### src/sv/rhsq_pkg.sv
package rhsq_pkg;

    localparam int HASH_W     = 61;
    localparam int BASE_W     = 31;
    localparam int CHAR_W     = 8;
    localparam int IDX_W      = 12;
    localparam int OP_W       = 2;
    localparam int IN_DATA_W  = 32;
    localparam int OUT_DATA_W = 64;

    localparam int MAX_LEN_DEF = 4095;

    localparam logic [HASH_W-1:0] HASH_MOD   = {HASH_W{1'b1}};
    localparam logic [BASE_W-1:0] BASE_RESET = BASE_W'(131);

    localparam logic [OP_W-1:0] OP_APPEND = 2'd0;
    localparam logic [OP_W-1:0] OP_QUERY  = 2'd1;
    localparam logic [OP_W-1:0] OP_CLEAR  = 2'd2;

    typedef struct packed {
        logic              start;
        logic [HASH_W-1:0] a;
        logic [HASH_W-1:0] b;
    } mul_req_t;

    typedef struct packed {
        logic              done;
        logic [HASH_W-1:0] result;
    } mul_rsp_t;

    // Bring a value below twice the modulus into [0, P)
    function automatic logic [HASH_W-1:0] mod_reduce(input logic [HASH_W:0] s);
        logic [HASH_W:0] diff;
        diff = s - {1'b0, HASH_MOD};
        if (s >= {1'b0, HASH_MOD})
        begin
            return diff[HASH_W-1:0];
        end
        return s[HASH_W-1:0];
    endfunction

endpackage

### src/sv/rhsq_mulmod.sv
module rhsq_mulmod (
    input  logic               clk,
    input  logic               rst_n,
    input  rhsq_pkg::mul_req_t req,
    output rhsq_pkg::mul_rsp_t rsp
);

    localparam int HW = rhsq_pkg::HASH_W;
    localparam int LW = rhsq_pkg::BASE_W;

    localparam logic [1:0] PP_LL = 2'd0;
    localparam logic [1:0] PP_LH = 2'd1;
    localparam logic [1:0] PP_HL = 2'd2;
    localparam logic [1:0] PP_HH = 2'd3;

    localparam logic [2:0] CNT_FIRST_ACC = 3'd1;
    localparam logic [2:0] CNT_LAST_ACC  = 3'd4;
    localparam logic [2:0] CNT_FOLD      = 3'd5;

    logic              busy_reg;
    logic [2:0]        cnt_reg;
    logic              done_reg;
    logic [HW-1:0]     a_reg;
    logic [HW-1:0]     b_reg;
    logic [2*LW-1:0]   prod_reg;
    logic [1:0]        kind_reg;
    logic [63:0]       acc_reg;
    logic [HW-1:0]     res_reg;

    logic [LW-1:0]     op_x;
    logic [LW-1:0]     op_y;
    logic [2*LW-1:0]   prod_next;
    logic [63:0]       term;
    logic [HW:0]       fold_sum;

    assign op_x      = cnt_reg[1] ? {1'b0, a_reg[HW-1:LW]} : a_reg[LW-1:0];
    assign op_y      = cnt_reg[0] ? {1'b0, b_reg[HW-1:LW]} : b_reg[LW-1:0];
    assign prod_next = op_x * op_y;

    // 2^61 = 1 mod P: a cross term x * 2^31 folds to (x >> 30) + ((x & M30) << 31)
    always_comb
    begin
        unique case (kind_reg)
            PP_LL:        term = {2'b0, prod_reg};
            PP_LH, PP_HL: term = {3'b0, prod_reg[29:0], prod_reg[60:30]};
            PP_HH:        term = {2'b0, prod_reg[60:0], 1'b0};
            default:      term = '0;
        endcase
    end

    assign fold_sum = {1'b0, acc_reg[HW-1:0]} + (HW+1)'(acc_reg[63:HW]);

    always_ff @(posedge clk or negedge rst_n)
    begin
        if (!rst_n)
        begin
            busy_reg <= 1'b0;
            cnt_reg  <= '0;
            done_reg <= 1'b0;
        end
        else
        begin
            done_reg <= busy_reg && (cnt_reg == CNT_FOLD);
            if (req.start)
            begin
                busy_reg <= 1'b1;
                cnt_reg  <= '0;
            end
            else if (busy_reg)
            begin
                if (cnt_reg == CNT_FOLD)
                begin
                    busy_reg <= 1'b0;
                end
                cnt_reg <= cnt_reg + 3'd1;
            end
        end
    end

    always_ff @(posedge clk)
    begin
        if (req.start)
        begin
            a_reg <= req.a;
            b_reg <= req.b;
        end
        if (busy_reg)
        begin
            prod_reg <= prod_next;
            kind_reg <= cnt_reg[1:0];
            if (cnt_reg == CNT_FIRST_ACC)
            begin
                acc_reg <= term;
            end
            else if ((cnt_reg > CNT_FIRST_ACC) && (cnt_reg <= CNT_LAST_ACC))
            begin
                acc_reg <= acc_reg + term;
            end
            if (cnt_reg == CNT_FOLD)
            begin
                res_reg <= rhsq_pkg::mod_reduce(fold_sum);
            end
        end
    end

    assign rsp.done   = done_reg;
    assign rsp.result = res_reg;

endmodule

### config.mk
export PLATFORM = sky130hd
export DESIGN_NAME = rhsq_mulmod
export DESIGN_NICKNAME = d
export VERILOG_FILES = /design/src/sv/rhsq_pkg.sv /design/src/sv/rhsq_mulmod.sv
export SDC_FILE = /design/constraint.sdc
export NUM_CORES = 2
export LEC_CHECK = 0
export ABC_AREA = 1
export BUFFER_PORTS_ARGS = -buffer_cell sky130_fd_sc_hd__buf_2
export CORE_ASPECT_RATIO = 1.1
export CORE_UTILIZATION = 60
export CTS_CLUSTER_SIZE = 40
export DETAILED_ROUTE_END_ITERATION = 7
export GPL_TIMING_DRIVEN = 0
export PLACE_DENSITY = 0.78
export SKIP_LAST_GASP = 1
export SLEW_MARGIN = 25
export SYNTH_ARGS = -nofsm -noshare
export SYNTH_HDL_FRONTEND = slang
export SYNTH_SLANG_ARGS = --single-unit
### constraint.sdc
create_clock -name clk -period 9.8 [get_ports clk]
set_input_delay 1.47 -clock clk [delete_from_list [all_inputs] [get_ports clk]]
set_output_delay 1.47 -clock clk [all_outputs]
set_load 0.005 [all_outputs]
* Word-level counts from Yosys, hierarchy flattened
Index checks and enable logic that the tools add are counted.
Storage, ports and cells: memories 0, input port bits 125, latch bits 0, output and inout port bits 62, bits in writable memories 0, word-level logic and storage cells 45, memory bits (read-only) 0, bits in registers 316
Cells by class: multiply operators 1, bitwise logic cells 0, $lt $le $gt $ge 3, reductions and logical operators 8, eq/ne operators 5, muxes and demuxes 15, shift-type cells 0, divide/modulo/power cells 0, add/sub/neg operators 4
Operators by type and width (count):
- $pmux 64 s3 | 1
- $mux 64 | 2
- $mux 61 | 2
- $add 64x64->64 | 1
- $add 61x3->62 | 1
- $ge 62x61->1 const B | 1
- $mul 31x31->62 | 1
- $mux 31 | 2
- $sub 61x61->61 const B | 1
- $mux 1 | 6
- $mux 3 | 2
- $eq 2x2->1 const B | 2
- $reduce_and 2->1 | 2
- $reduce_bool 2->1 | 2
- $add 3x1->3 const B | 1
- $eq 3x1->1 const B | 1
- $eq 3x3->1 const B | 1
- $gt 3x1->1 const B | 1
- $le 3x3->1 const B | 1
- $eq 2x1->1 const B | 1
- $logic_and 1x1->1 | 2
- $logic_not 2->1 | 1
- $reduce_or 2->1 | 1

* Longest topological paths before layout
word-level depth 6, mapped depth 36, mapped depth without buffers 34

* Worst setup path before layout
No wires, ideal clock.
kind reg2reg, start point register cnt_reg[1], end point register prod_reg[55], data pin, path slack 2.389 ns, data arrival time 7.159 ns, cell stages (with the launch flop) 31, period minus slack after synthesis 7.411 ns, setup time 0.252 ns, required time 9.548 ns, buffers on the path 3, cells stage by stage dfrtp_1 -> clkbuf_1 -> buf_1 -> o21ai_1 -> inv_1 -> clkbuf_1 -> nand2_1 -> fa_1 -> fa_1 -> fa_1 -> fa_1 -> inv_1 -> fa_1 -> fa_1 -> fa_1 -> inv_1 -> fa_1 -> inv_1 -> ha_1 -> nand2_1 -> nor2_1 -> inv_1 -> nor2_1 -> inv_1 -> nor3_1 -> nand3_1 -> nand3_1 -> a21o_1 -> nand2_1 -> nand3_1 -> nand2_1
Between the ends: cells in the longest elaborated chain, start to end 2
RTL lines:
- from (decl) | line rhsq_mulmod.sv:21 | logic [2:0] cnt_reg;
- from (signal assigned) | line rhsq_mulmod.sv:75 | cnt_reg <= cnt_reg + 3'd1;
- $mux 31 | line rhsq_mulmod.sv:36 | assign op_x = cnt_reg[1] ? {1'b0, a_reg[HW-1:LW]} : a_reg[LW-1:0];
- $mul 31x31->62 | line rhsq_mulmod.sv:38 | assign prod_next = op_x * op_y;
- net prod_next[55] | line rhsq_mulmod.sv:32 | logic [2*LW-1:0] prod_next;
- to (signal assigned) | line rhsq_mulmod.sv:89 | prod_reg <= prod_next;
- to (decl) | line rhsq_mulmod.sv:25 | logic [2*LW-1:0] prod_reg;
The timed path passes the listed nets, and every way through them passes these cells. A chain may end at the register's enable or synchronous reset.

* Worst setup path in the final report
start point register cnt_reg[1], end point register prod_reg[53], data pin
Same word-level chain as after synthesis.

==> impl_metrics.yaml <==
run_status:
  status: "finished with violations"
  violations: "setup timing"
clock_tree:
  cts_tree: "done"
  clkSinkCount: 316
  cts_buffer_depth: 3
  cts_made_buffers: 37
  cts.clk_slew.worst_paths_ns: 0.06
  cts.htree.levels: 2
  cts_root_buf: "clkbuf_16"
  insertion_delay_ns: 0.63
  cts_hold_buf: 0
drt:
  drtPass1Iterations: 8
  wl_um: 207900
  wl_met1_um: 64750
  dr.max_layer_used: "met5"
  via_per_inst: 6.053
  ant_nets: 0
  wl_met3_um: 25500
  drc: 0
  drt_iter0_drc: 4799
  vias: 45890
  wl_met2_um: 92460
  wl_per_cell_um: 27.43
synth:
  synthFlopType: "edfxtp_1"
  ys.warnings.count: 0
  ys_ff_latch: 316
  yosysTopAreaCell: "fa_1"
  synth-adder-area-share_pct: 41.21
  ys_top_cells_by_area: "fa_1 (33%), edfxtp_1 (18%), inv_1 (9.4%)"
  synth_cell_type_count: 46
  synth_mux_area_share_pct: 0
  avgSynthCellArea_um2: 8.210
  synth_top_family_by_area: "adder cells"
  synth_edf_count: 311
  synthXorXnorAreaFrac_pct: 1.712
  syn_area_mm2: 0.05065
  synth.net_count: 7460
  synth_compound_area_share_pct: 7.378
  yosysSeqAreaShare_pct: 18.68
  yosys.area_share.simple_pct: 19.87
  netlist_instances: 6170
  async_flop_share_pct: 1.582
  synth_top_area_share_pct: 33.16
sta:
  min_period_ns: 9.880
  rsz0062_at_grt: "yes"
  finalHoldViolations: 0
  worstMarginPinSlew_ns: 1.177
  worst_slack_ns: -0.07955
  max_freq_ghz: 0.1012
  fin_skew_ns: 0.04272
  drv_slew: 0
  fin_crit_sh_pct: 100.8
  finalSetupViolCount: 2
  whs_ns: 0.5885
  maxSlewHeadroom_pct: 21.56
finish:
  largest_reg_flops: 64
  syn_to_final_growth_pct: 8.354
  fin_nets: 7706
  drive_gt1_share_pct: 7.838
  stdcell_count: 7581
global_route:
  grt_pass1_vias: 46400
  antenna_found_initial: 14
  grt_max_degree: 80
  grt_pass1_wl_um: 301600
  grtUsageTotal_pct: 49.84
  grt.overflow.total: 0
die:
  pin_count: 187
  rows: 111
  initial_core_util_pct: 60.69
  die_w_um: 279.0
  die_h_um: 306.7
  die_area_mm2: 0.08559
  coreArea_mm2: 0.08347
setup_path:
  worst-setup-path-type: "register to register"
  cp.arrival_ns: 10.25
  cp-end-kind: "register"
  startpoint_type: "register"
  critPathMaxFanout: 10
  cp.required_ns: 10.17
place:
  routabilityCongestion: 1.075
  hpwl_um: 167700
  dp.cells: 7503
  portBuffers: 186
min_path:
  min_path_type: "register to register"
run:
  cap_violations: 0
-- area by class of cell --
cell class	count	area, um^2
multi-input cells	4363	35740
fillers	7129	28580
flip-flops and latches	316	9469
inverters	1284	4848
well taps	1130	1414
repair buffers	212	1292
clock buffers	39	933.4
plain buffers	202	907.1
clock inverters	27	256.5
diodes	8	20.02
-- worst max-delay path, cell delays in order (launching register included) --
cell and delay (ns):
dfrtp_2 0.61, inv_1 0.21, clkbuf_1 0.27, or2_2 0.33, o21ai_1 0.56, clkinv_4 0.39
clkbuf_2 0.47, nand2_1 0.20, fa_1 0.49, fa_1 0.58, fa_1 0.45, fa_1 0.57
inv_1 0.07, fa_1 0.53, fa_1 0.52, fa_1 0.75, ha_1 0.31, ha_1 0.34
nand2_1 0.14, nor2_1 0.19, inv_1 0.10, nor3_1 0.55, nand3_1 0.35, nand3_1 0.35
a21oi_1 0.14, xnor2_1 0.15
-- per-layer routing --
layer / GRT usage (%) / up-vias
met3: 17.72 / 1138
met2: 77.34 / 3307
li1: - / 19500
met5: 0 / -
met1: 52.57 / 21930
met4: 47.71 / 10
-- repair_timing --
| action | in CTS | in global routing |
|---|---|---|
| buffers inserted | 0 | 8 |
| pin swaps | 0 | 1 |
| endpoints found under the setup margin | 36 | 27 |
| gates resized for setup | 34 | 108 |
| hold endpoints to repair | 0 | 0 |
-- stage by stage --
| step | TNS [ns] | util (%) | instance area (um^2) | worst slack, ns |
|---|---|---|---|---|
| after floorplan | 0 | - | 50650 | 2.389 |
| after global placement | -19.39 | 63.49 | 53000 | -1.030 |
| after detailed placement | -15.00 | 64.01 | 53430 | -0.7856 |
| after CTS | 0 | 65.49 | 54670 | 0.009468 |
| after global routing | -0.05213 | 65.73 | 54870 | -0.03165 |
| final | -0.1557 | 65.76 | 54890 | -0.07955 |
-- layout by cell type, fill, tap and decap left out, types with 7 or more instances in the layout --
cell	Yosys	final
inv_1	1263	1259
nand2_1	1190	1189
nor2_1	859	857
fa_1	839	839
ha_1	326	326
edfxtp_1	311	311
o21ai_0	251	239
nand3_1	224	224
buf_2	5	191
a21oi_1	173	167
clkbuf_1	189	122
or2_2	67	67
clkbuf_2	0	60
a221o_1	60	60
xor2_1	55	55
xnor2_1	44	44
nand4_1	40	40
clkbuf_16	0	37
o21ai_2	0	33
o21bai_1	31	30
a31oi_1	27	26
a21o_1	26	26
nor3_1	26	26
o21ai_1	37	15
clkinv_1	17	14
nor2_2	13	14
buf_6	5	12
o21a_1	11	11
clkinvlp_4	0	10
nand3b_1	10	10
buf_4	1	10
diode_2	0	8
and3_1	7	7
inv_6	0	7
-- cells in the mapped netlist, types with 31 or more instances --
library cell	instances
nand3_1	224
xor2_1	55
nand2_1	1190
edfxtp_1	311
o21ai_0	251
or2_2	67
xnor2_1	44
o21ai_1	37
fa_1	839
clkbuf_1	189
nor2_1	859
ha_1	326
inv_1	1263
o21bai_1	31
nand4_1	40
a21oi_1	173
a221o_1	60
-- worst paths after layout --
| check | cells after the start | end | slack [ns] | startpoint |
|---|---|---|---|---|
| min in group asynchronous | 1 | busy_reg | 0.65 | rst_n |
| hold / removal | 3 | busy_reg | 0.59 | cnt_reg[2] |
| setup / recovery | 25 | prod_reg[53] | -0.08 | cnt_reg[1] |
| setup reg to reg | 25 | prod_reg[53] | -0.08 | cnt_reg[1] |
| hold reg to reg | 3 | busy_reg | 0.59 | cnt_reg[2] |
| max in group asynchronous | 1 | cnt_reg[1] | 8.97 | rst_n |
-- cells by family after synthesis --
group	count (synthesis)
AO/OA/AOI/OAI	635
buffers and inverters	1491
XOR/XNOR	99
flip-flops	316
AND/OR/NAND/NOR	2464
adder cells (fa/ha/maj)	1165
Power is not shown: default switching activity piles up to over one toggle a cycle in this logic, so the estimate is an artifact.
